$ cat config.mk
export PLATFORM = sky130hd
export DESIGN_NAME = sbr_ctrl
export DESIGN_NICKNAME = d
export VERILOG_FILES = /design/src/sv/sbr_pkg.sv /design/src/sv/sbr_ctrl.sv
export SDC_FILE = /design/constraint.sdc
export NUM_CORES = 1
export LEC_CHECK = 0
export BUFFER_PORTS_ARGS = -buffer_cell sky130_fd_sc_hd__buf_2
export CAP_MARGIN = 20
export CORE_AREA = 4 4 41 43
export CTS_CLUSTER_DIAMETER = 50
export DETAILED_ROUTE_END_ITERATION = 7
export DIE_AREA = 0 0 45 47
export GPL_TIMING_DRIVEN = 1
export PLACE_DENSITY = 0.36
export SLEW_MARGIN = 30
export SYNTH_ARGS = -nofsm -noshare
export SYNTH_HDL_FRONTEND = slang
export SYNTH_SLANG_ARGS = --single-unit
$ cat constraint.sdc
create_clock -name clk -period 1.4 [get_ports clk]
set_clock_uncertainty 0.2 [all_clocks]
set_input_delay 0 -clock clk [delete_from_list [all_inputs] [get_ports clk]]
set_output_delay 0 -clock clk [all_outputs]
set_load 0.01 [all_outputs]
$ cat src/sv/sbr_pkg.sv
// shared types and constants of the supersample box reduce block
package sbr_pkg;

  localparam int MAX_SAMPLE_DEF    = 8;
  localparam int MAX_OUT_WIDTH_DEF = 1024;
  localparam int HEIGHT_LIMIT      = 4096;
  localparam int ROW_W             = 12;
  localparam int SF_W              = 4;
  localparam int OW_W              = 11;
  localparam int OH_W              = 13;
  localparam int PADDR_W           = 4;
  localparam int PDATA_W           = 32;
  localparam int QUO_W             = 8;
  localparam int STEP_W            = 3;
  localparam int HITS_W            = 32;

  localparam logic [1:0] REG_SAMPLE = 2'd0;
  localparam logic [1:0] REG_WIDTH  = 2'd1;
  localparam logic [1:0] REG_HEIGHT = 2'd2;

  typedef struct packed {
    logic [7:0]        red_in;
    logic [7:0]        green_in;
    logic [7:0]        blue_in;
    logic [HITS_W-1:0] hits_in;
  } pix_in_t;

  typedef struct packed {
    logic [7:0]        red_out;
    logic [7:0]        green_out;
    logic [7:0]        blue_out;
    logic [HITS_W-1:0] hits_out;
    logic              row_end;
    logic              frame_end;
  } pix_out_t;

  typedef struct packed {
    logic accept;
    logic upd;
    logic div_step;
    logic emit;
  } sbr_cmd_t;

  typedef struct packed {
    logic last_blk;
    logic div_last;
    logic out_free;
  } sbr_stat_t;

  typedef enum logic [3:0] {
    ST_IDLE = 4'b0001,
    ST_UPD  = 4'b0010,
    ST_DIV  = 4'b0100,
    ST_EMIT = 4'b1000
  } sbr_state_t;

endpackage

$ cat src/sv/sbr_ctrl.sv
// controller state machine of the supersample box reduce block
module sbr_ctrl (
  input  logic                clk,
  input  logic                rst_n,
  input  logic                in_valid,
  output logic                in_ready,
  input  sbr_pkg::sbr_stat_t  stat,
  output sbr_pkg::sbr_cmd_t   cmd
);

  sbr_pkg::sbr_state_t state_r, state_nxt;

  always_ff @(posedge clk) begin
    if (!rst_n) begin
      state_r <= sbr_pkg::ST_IDLE;
    end else begin
      state_r <= state_nxt;
    end
  end

  always_comb begin
    state_nxt = state_r;
    cmd       = '0;
    unique case (state_r)
      sbr_pkg::ST_IDLE: begin
        if (in_valid) begin
          cmd.accept = 1'b1;
          state_nxt  = sbr_pkg::ST_UPD;
        end
      end
      sbr_pkg::ST_UPD: begin
        cmd.upd   = 1'b1;
        state_nxt = stat.last_blk ? sbr_pkg::ST_DIV : sbr_pkg::ST_IDLE;
      end
      sbr_pkg::ST_DIV: begin
        cmd.div_step = 1'b1;
        if (stat.div_last) begin
          state_nxt = sbr_pkg::ST_EMIT;
        end
      end
      sbr_pkg::ST_EMIT: begin
        // wait until the output register is free or being taken
        if (stat.out_free) begin
          cmd.emit  = 1'b1;
          state_nxt = sbr_pkg::ST_IDLE;
        end
      end
      default: begin
        state_nxt = sbr_pkg::ST_IDLE;
      end
    endcase
  end

  assign in_ready = (state_r == sbr_pkg::ST_IDLE);

endmodule

==> results.py, run 1 <==
metrics = {
    "clock_tree": {
        "clockBufferDepth": 2,
        "cts_made_buffers": 3,
        "clock_latency_ps": 250,
        "root_buffer": "clkbuf_4",
        "cts_tree": "built",
        "htree_num_levels": 1,
        "clk_pin_slew_worst_paths_ps": 40,
        "cts.sinks": 4,
    },
    "final_layout": {
        "top_register": "state_r",
        "stdcell_count": 65,
        "largest_reg_flops": 4,
        "finalNetCount": 58,
        "syn_to_final_growth_pct": 82.0,
        "ff_latch_area_sq_um": 88.8,
        "final_util_pct": 35.0,
        "fillCellCount": 147,
        "multi_input_area_sq_um": 161,
        "layout_common_cells": "buf_2, dlygate4sd3_1, buf_4",
        "largestRegisters": "state_r: 4 flops",
        "drive_gt1_share_pct": 56.0,
        "n_antenna_cell": 0,
        "layout_commonest_cell": "buf_2",
    },
    "critical_path": {
        "cp-end-kind": "output pin",
        "crit_type": "register to output pin",
        "start_kind": "register",
        "r2r_cells": 4,
        "r2r_slack_ps": 0,
        "critPathMaxFanout": 2,
        "cp.arrival_ps": 1320,
        "timing.rr.start": "state_r[0]",
        "critPathRequiredTime_ps": 1200,
        "r2r-end": "state_r[0]",
    },
    "die": {
        "initial_utilization_pct": 19.2,
        "die_w_microns": 45,
        "core_region_area_sq_mm": 0.00130,
        "floorplan.rows": 13,
        "io_pins": 11,
        "dieArea_sq_mm": 0.00212,
        "die_y_microns": 47,
    },
    "run_status": {
        "status": "finished with violations",
        "violations": "setup timing",
    },
    "logic_synthesis": {
        "synthTopCellsByArea": "dfxtp_1, and3_1, nand3b_1",
        "synth_cell_types": 20,
        "synth_top_area_cell": "dfxtp_1",
        "synth_top_area_share_pct": 32.0,
        "syn_inst": 28,
        "synth_nets": 34,
        "synthesis.area_sq_um": 250,
        "avgSynthCellArea_sq_um": 8.94,
        "seq_area_frac_synth_pct": 32.0,
        "ys_ff_latch": 4,
        "synth_warnings": 0,
    },
    "drt": {
        "drt-initial-drc-count": 1,
        "vias": 284,
        "ant_nets": 0,
        "drc": 0,
        "wirelength_microns": 670,
        "wl_per_cell_microns": 10.3,
        "via_per_inst": 4.37,
        "first_pass_iters": 2,
    },
    "sta": {
        "worst_slack_ps": -123,
        "slew_headroom_pct": 81.2,
        "setup_viol": 3,
        "rsz0062_at_grt": "yes",
        "period_minus_slack_ps": 1520,
        "fin_crit_sh_pct": 109,
        "hold_violations": 0,
        "drv_slew": 0,
        "worstMarginPinSlew_ps": 279,
        "fmax_mhz": 656,
    },
    "pwr": {
        "p_leak_nw": 0.206,
        "power_density_mw_per_mm2": 874,
        "ir_worst_vdd_uv": 352,
    },
    "grt": {
        "grt_usage_pct": 8.37,
        "overflow": 0,
        "grt_pass1_vias": 286,
        "grt_max_degree": 8,
        "grt_pass1_wl_mm": 1.18,
        "antenna_found_initial": 0,
    },
    "flow_run": {
        "maxCapViolCount": 0,
    },
    "place": {
        "routabilityCongestion": 0.699,
        "place_hpwl_microns": 491,
        "dp.cells": 54,
        "port_buffers": 10,
    },
    "min_path": {
        "holdPathEnd": "state_r[0]",
        "hp-class": "input port to register",
        "min_from": "rst_n",
        "min_path_cells": 3,
    },
}
kinds of logic (layout without fill, tap and decap cells):
kind of cell | Yosys count | in the layout | share of synthesized area, %
and+or+nand+nor | 16 | 16 | 45.0
AOI/OAI and AO/OA | 5 | 5 | 15.5
DFF | 4 | 4 | 32.0
buffers and inverters | 3 | 25 | 7.50
worst max-delay path by stage:
stage	depth (start not counted)	end	slack (ps)	from
2_1_floorplan	5	state_r[1]	60	state_r[1]
5_1_grt	5	cmd[3]	-180	state_r[1]
3_3_place_gp	5	cmd[3]	40	state_r[0]
4_1_cts	5	cmd[3]	-130	state_r[1]
6_report	5	cmd[3]	-120	state_r[1]
3_5_place_dp	5	cmd[3]	40	state_r[0]
through the flow:
stage | setup WS [ps] | power [mW] | instance area [sq um] | hold WS, ps | TNS [ps]
finish | -123 | 0.398 | 455 | 320 | -217
global route | -176 | 0.431 | 455 | 332 | -446
CTS | -134 | 0.397 | 429 | 327 | -248
detailed placement | 43.2 | 0.206 | 323 | 27.6 | 0
global placement | 37.6 | 0.205 | 323 | 27.0 | 0
floorplan | 55.0 | 0.177 | 250 | -121 | 0
what timing repair did:
action,4_1_cts,5_1_grt
gates resized for setup,6,5
endpoints found under the setup margin,3,7
hold buffers,5,0
endpoints found under the hold margin,4,0
setup buffers,2,1
power breakdown:
part | total, mW | leakage (nW) | internal [mW] | switching [mW]
Clock | 0.153 | 0.0138 | 0.0965 | 0.0561
Combinational | 0.117 | 0.158 | 0.0746 | 0.0424
Sequential | 0.128 | 0.0340 | 0.121 | 0.00739
Total | 0.398 | 0.206 | 0.292 | 0.106
Yosys cell counts:
library cell  number
and2_2             1
o22ai_1            1
nand2b_4           1
nand3b_1           2
and3_1             3
nor4_1             2
o221ai_1           1
nand2_1            1
dfxtp_1            4
nand2b_1           1
nor2_1             2
o31ai_1            1
or3_4              1
inv_2              1
buf_6              1
a311oi_1           1
and3_2             1
inv_1              1
and4_1             1
o21a_1             1
layer usage:
metal / GRT usage, % / up-vias / share of wire [%]
met5: 0 / - / 0
met4: 5.26 / 0 / 2.1
met3: 5.75 / 3 / 7.0
met2: 12.4 / 7 / 48
met1: 8.64 / 123 / 42
li1: - / 151 / -
critical path, stage by stage (launching register included):
cell and delay, ps:
dfxtp_4 330, nand2b_4 130, or3_4 330, inv_2 60, and2_4 130, buf_6 90
area by class of cell:
| type | instances | share of cell area [%] |
|---|---|---|
| Clock buffer | 3 | 4.95 |
| Inverter | 2 | 1.65 |
| Multi-Input combinational cell | 21 | 35.4 |
| Sequential cell | 4 | 19.5 |
| Tap cell | 15 | 4.12 |
| Timing Repair Buffer | 20 | 34.3 |
(Power assumes the default switching activity.)
==> inputs of run 2 (changes only) <==
SKIP_LAST_GASP = 1   (was not set)
==> run 2 against run 1 <==
The run still ends with setup timing left. Sequential cell count is the same. Sequential share of layout area grew 0.27 points. Combinational power is essentially flat. Setup slack is essentially flat. First-iteration DRC count is the same. Non-clock buffer count is the same. Maximum frequency is essentially flat. Routed wire length shrank 1.0%. Count of clock-buffer cells in the layout is the same. Via count grew 1.1%. Critical path type unchanged. Largest power group unchanged. Highest routed layer unchanged.
==> results.py, run 2 (synthesis gave the netlist of run 1 again) <==
metrics = {
    "run_status": {
        "status": "finished with violations",
        "violations": "setup timing",
    },
    "sta": {
        "worstMarginPinSlew_ps": 279,
        "setup_viol": 2,
        "worst_slack_ps": -123,
        "tns_ps": -217,
        "fmax_mhz": 656,
        "period_minus_slack_ps": 1520,
        "fin_crit_sh_pct": 109,
        "rsz0062_at_grt": "yes",
        "slew_headroom_pct": 81.2,
        "drv_slew": 0,
        "hold_violations": 0,
        "whs_ps": 320,
    },
    "critical_path": {
        "cp.arrival_ps": 1320,
        "cp-end-kind": "output pin",
        "start_kind": "register",
        "crit_type": "register to output pin",
        "critPathRequiredTime_ps": 1200,
        "timing.rr.start": "state_r[0]",
        "critPathMaxFanout": 2,
        "startpoint": "state_r[1]",
    },
    "place": {
        "routabilityCongestion": 0.699,
        "place_hpwl_microns": 491,
        "port_buffers": 10,
    },
    "clock_tree": {
        "cts_made_buffers": 3,
        "clockBufferDepth": 2,
        "clock_latency_ps": 250,
        "cts.sinks": 4,
        "clk_pin_slew_worst_paths_ps": 40,
        "root_buffer": "clkbuf_4",
        "htree_num_levels": 1,
        "cts_tree": "built",
    },
    "die": {
        "die_w_microns": 45,
        "initial_utilization_pct": 19.2,
        "core_region_area_sq_mm": 0.00130,
        "dieArea_sq_mm": 0.00212,
        "floorplan.rows": 13,
        "die_y_microns": 47,
        "io_pins": 11,
    },
    "drt": {
        "vias": 287,
        "wirelength_microns": 663,
        "drt-initial-drc-count": 1,
        "drc": 0,
        "ant_nets": 0,
        "via_per_inst": 4.42,
        "wl_per_cell_microns": 10.2,
        "first_pass_iters": 2,
    },
    "final_layout": {
        "largestRegisters": "state_r: 4 flops",
        "syn_to_final_growth_pct": 79.5,
        "top_register": "state_r",
        "drive_gt1_share_pct": 54.0,
        "final_util_pct": 34.5,
        "finalNetCount": 58,
        "fillCellCount": 146,
        "n_antenna_cell": 0,
        "layout_common_cells": "buf_2, dlygate4sd3_1, buf_4",
        "layout_commonest_cell": "buf_2",
        "largest_reg_flops": 4,
    },
    "grt": {
        "grt_pass1_vias": 286,
        "grt_usage_pct": 8.37,
        "antenna_found_initial": 0,
        "grt_pass1_wl_mm": 1.18,
        "overflow": 0,
        "grt_max_degree": 8,
    },
    "pwr": {
        "power_density_mw_per_mm2": 883,
        "ir_worst_vdd_uv": 356,
        "p_leak_nw": 0.206,
        "p_total_mw": 0.397,
    },
    "flow_run": {
        "maxCapViolCount": 0,
    },
    "min_path": {
        "hp-class": "input port to register",
        "min_from": "rst_n",
    },
}
-- run 2: cell counts in the layout (fill, tap and decap cells not counted) --
No cell type changed its count.
-- run 2: report_power, final --
| part | switching (mW) | internal, mW | total [mW] |
|---|---|---|---|
| registers | 0.00739 | 0.121 | 0.128 |
| logic | 0.0415 | 0.0745 | 0.116 |
| clock network | 0.0559 | 0.0964 | 0.152 |
-- run 2: critical path: stages, from the launching register on --
cell and delay, ps:
dfxtp_4 330, nand2b_4 130, or3_4 330, inv_2 60, and2_4 130, buf_6 90
-- run 2: per-layer routing --
layer	part of all wire [%]	global-route usage (%)	vias to the layer above
li1	-	-	150
met1	42	8.64	127
met2	49	12.4	7
met3	7.1	5.75	3
met4	2.1	5.26	0
met5	0	0	-
-- run 2: layout make-up --
cell class / instances / area (sq um) / area share, %
inverter: 2 / 7.51 / 1.67
tap: 15 / 18.8 / 4.18
sequential: 4 / 88.8 / 19.8
clock buffer: 3 / 22.5 / 5.01
multi-input combinational: 21 / 155 / 34.5
timing repair buffer: 20 / 156 / 34.8
-- run 2: stage by stage --
step	setup WS [ps]	area, sq um	cells
2_1_floorplan	55.0	250	28
3_3_place_gp	37.6	323	54
3_5_place_dp	43.2	323	54
4_1_cts	-134	429	64
5_1_grt	-176	449	65
6_report	-123	449	65
-- run 2: timing repair --
action	CTS	global route
gates resized for setup	6	4
hold buffers	5	0
endpoints found under the setup margin	3	7
endpoints found under the hold margin	4	0
buffers inserted	2	1
-- run 2: path summary, 6_finish.rpt --
kind	to	slack, ps	cells after the start
setup reg to reg	state_r[0]	0	4
setup / recovery	cmd[3]	-120	5
hold reg to reg	state_r[0]	440	2
hold / removal	state_r[0]	320	3
==> inputs of run 3 (changes only) <==
ABC_CLOCK_PERIOD_IN_PS = 1400   (was not set)
REMOVE_ABC_BUFFERS = 1   (was not set)
==> run 3 against run 2 <==
The run still ends with setup timing left. Sequential power hardly changed. Non-clock buffer count stayed put. Clock power is 5% lower. Hold slack better by 14 ps. Sequential share of layout area is 1.1 points lower. First-iteration DRC count stayed put. Routed wire length is 11% higher. Utilization is 0.96 points higher. Register-to-register slack better by 20 ps. Critical path type unchanged. Largest power group unchanged. Highest routed layer is now met3.
==> results.py, run 3 (synthesis gave the netlist of run 1 again) <==
metrics = {
    "grt": {
        "grt_pass1_vias": 298,
        "grt_pass1_wl_mm": 1.20,
        "antenna_found_initial": 0,
        "grt_usage_pct": 8.14,
        "grt_max_degree": 7,
        "overflow": 0,
    },
    "die": {
        "io_pins": 11,
        "floorplan.rows": 13,
        "initial_utilization_pct": 19.2,
        "core_region_area_sq_mm": 0.00130,
        "die_y_microns": 47,
        "dieArea_sq_mm": 0.00212,
        "die_w_microns": 45,
    },
    "clock_tree": {
        "htree_num_levels": 1,
        "cts_made_buffers": 3,
        "clock_latency_ps": 230,
        "cts_tree": "built",
        "root_buffer": "clkbuf_4",
        "clockBufferDepth": 2,
        "clk_pin_slew_worst_paths_ps": 40,
        "cts.sinks": 4,
    },
    "sta": {
        "slew_headroom_pct": 83.8,
        "period_minus_slack_ps": 1520,
        "fin_crit_sh_pct": 109,
        "setup_viol": 3,
        "worstMarginPinSlew_ps": 241,
        "fmax_mhz": 658,
        "whs_ps": 334,
        "worst_slack_ps": -120,
        "rsz0062_at_grt": "yes",
        "drv_slew": 0,
        "hold_violations": 0,
    },
    "final_layout": {
        "syn_to_final_growth_pct": 84.5,
        "top_register": "state_r",
        "final_area_sq_um": 462,
        "drive_gt1_share_pct": 58.0,
        "final_util_pct": 35.5,
        "fillCellCount": 140,
        "ff_latch_area_sq_um": 86.3,
        "layout_common_cells": "buf_2, dlygate4sd3_1, buf_4",
        "layout_commonest_cell": "buf_2",
        "multi_input_area_sq_um": 176,
        "largestRegisters": "state_r: 4 flops",
        "n_antenna_cell": 0,
        "finalNetCount": 58,
        "largest_reg_flops": 4,
    },
    "min_path": {
        "min_from": "rst_n",
        "holdPathEnd": "state_r[0]",
        "hp-class": "input port to register",
        "min_path_cells": 3,
    },
    "critical_path": {
        "critPathRequiredTime_ps": 1200,
        "timing.rr.start": "state_r[1]",
        "start_kind": "register",
        "r2r-end": "state_r[0]",
        "cp-end-kind": "output pin",
        "critPathMaxFanout": 2,
        "r2r_cells": 4,
        "cp.arrival_ps": 1320,
        "crit_type": "register to output pin",
        "r2r_slack_ps": 20,
    },
    "drt": {
        "drt-initial-drc-count": 1,
        "first_pass_iters": 4,
        "ant_nets": 0,
        "wirelength_microns": 735,
        "wl_per_cell_microns": 11.3,
        "vias": 297,
        "drc": 0,
        "via_per_inst": 4.57,
    },
    "place": {
        "routabilityCongestion": 0.756,
        "place_hpwl_microns": 522,
        "dpl_cell_area_sq_um": 330,
        "port_buffers": 10,
    },
    "flow_run": {
        "maxCapViolCount": 0,
    },
    "pwr": {
        "p_total_mw": 0.390,
        "power_density_mw_per_mm2": 844,
        "p_leak_nw": 0.208,
        "ir_worst_vdd_uv": 232,
    },
    "run_status": {
        "status": "finished with violations",
        "violations": "setup timing",
    },
}
[run 3: cell counts in the layout (fill, tap and decap cells not counted)]
Identical to the previous run, type by type.
[run 3: power by group]
part,internal [mW],switching [mW]
sequential,0.121,0.00761
combinational,0.0701,0.0458
clock,0.0960,0.0492
[run 3: final cells by class]
cell class                      count  share of cell area [%]
Multi-Input combinational cell     21                    38.2
Tap cell                           15                    4.07
Inverter                            2                    1.63
Clock buffer                        3                    4.88
Timing Repair Buffer               20                    32.5
Sequential cell                     4                    18.7
[run 3: how the worst max path moves through the flow]
stage,start,endpoint,slack [ps],cells after the start
3_5_place_dp,state_r[1],cmd[3],40,5
2_1_floorplan,state_r[1],state_r[1],90,4
3_3_place_gp,state_r[1],cmd[3],50,5
5_1_grt,state_r[1],cmd[3],-160,5
6_report,state_r[1],cmd[3],-120,5
4_1_cts,state_r[1],cmd[3],-130,5
[run 3: repair_timing]
item | in CTS | in global routing
gates cloned | 0 | 0
hold buffers | 5 | 0
pin swaps | 1 | 1
gates resized for setup | 8 | 3
endpoints found under the hold margin | 4 | 0
buffers inserted | 2 | 0
setup endpoints to repair | 4 | 6
[run 3: layer usage]
metal  vias to the layer above  global-route usage (%)  wire [microns]
met4                         0                    8.77               0
met2                         4                    12.1             406
met3                         0                    1.15              19
met5                         -                       0               0
met1                       142                    9.55             309
li1                        151                       -               -
[run 3: worst max-delay path, stage by stage (launching register included)]
cell      delay [ps]
dfxtp_4          340
nand2b_4         130
or3_4            330
inv_2             60
and2_4           130
buf_6             90
[run 3: stage by stage]
step / TNS (ps) / setup slack [ps] / cells
after detailed placement: 0 / 41.1 / 55
after floorplan: 0 / 94.0 / 27
after global placement: 0 / 45.7 / 55
after CTS: -267 / -132 / 65
after global routing: -510 / -156 / 65
final: -244 / -120 / 65
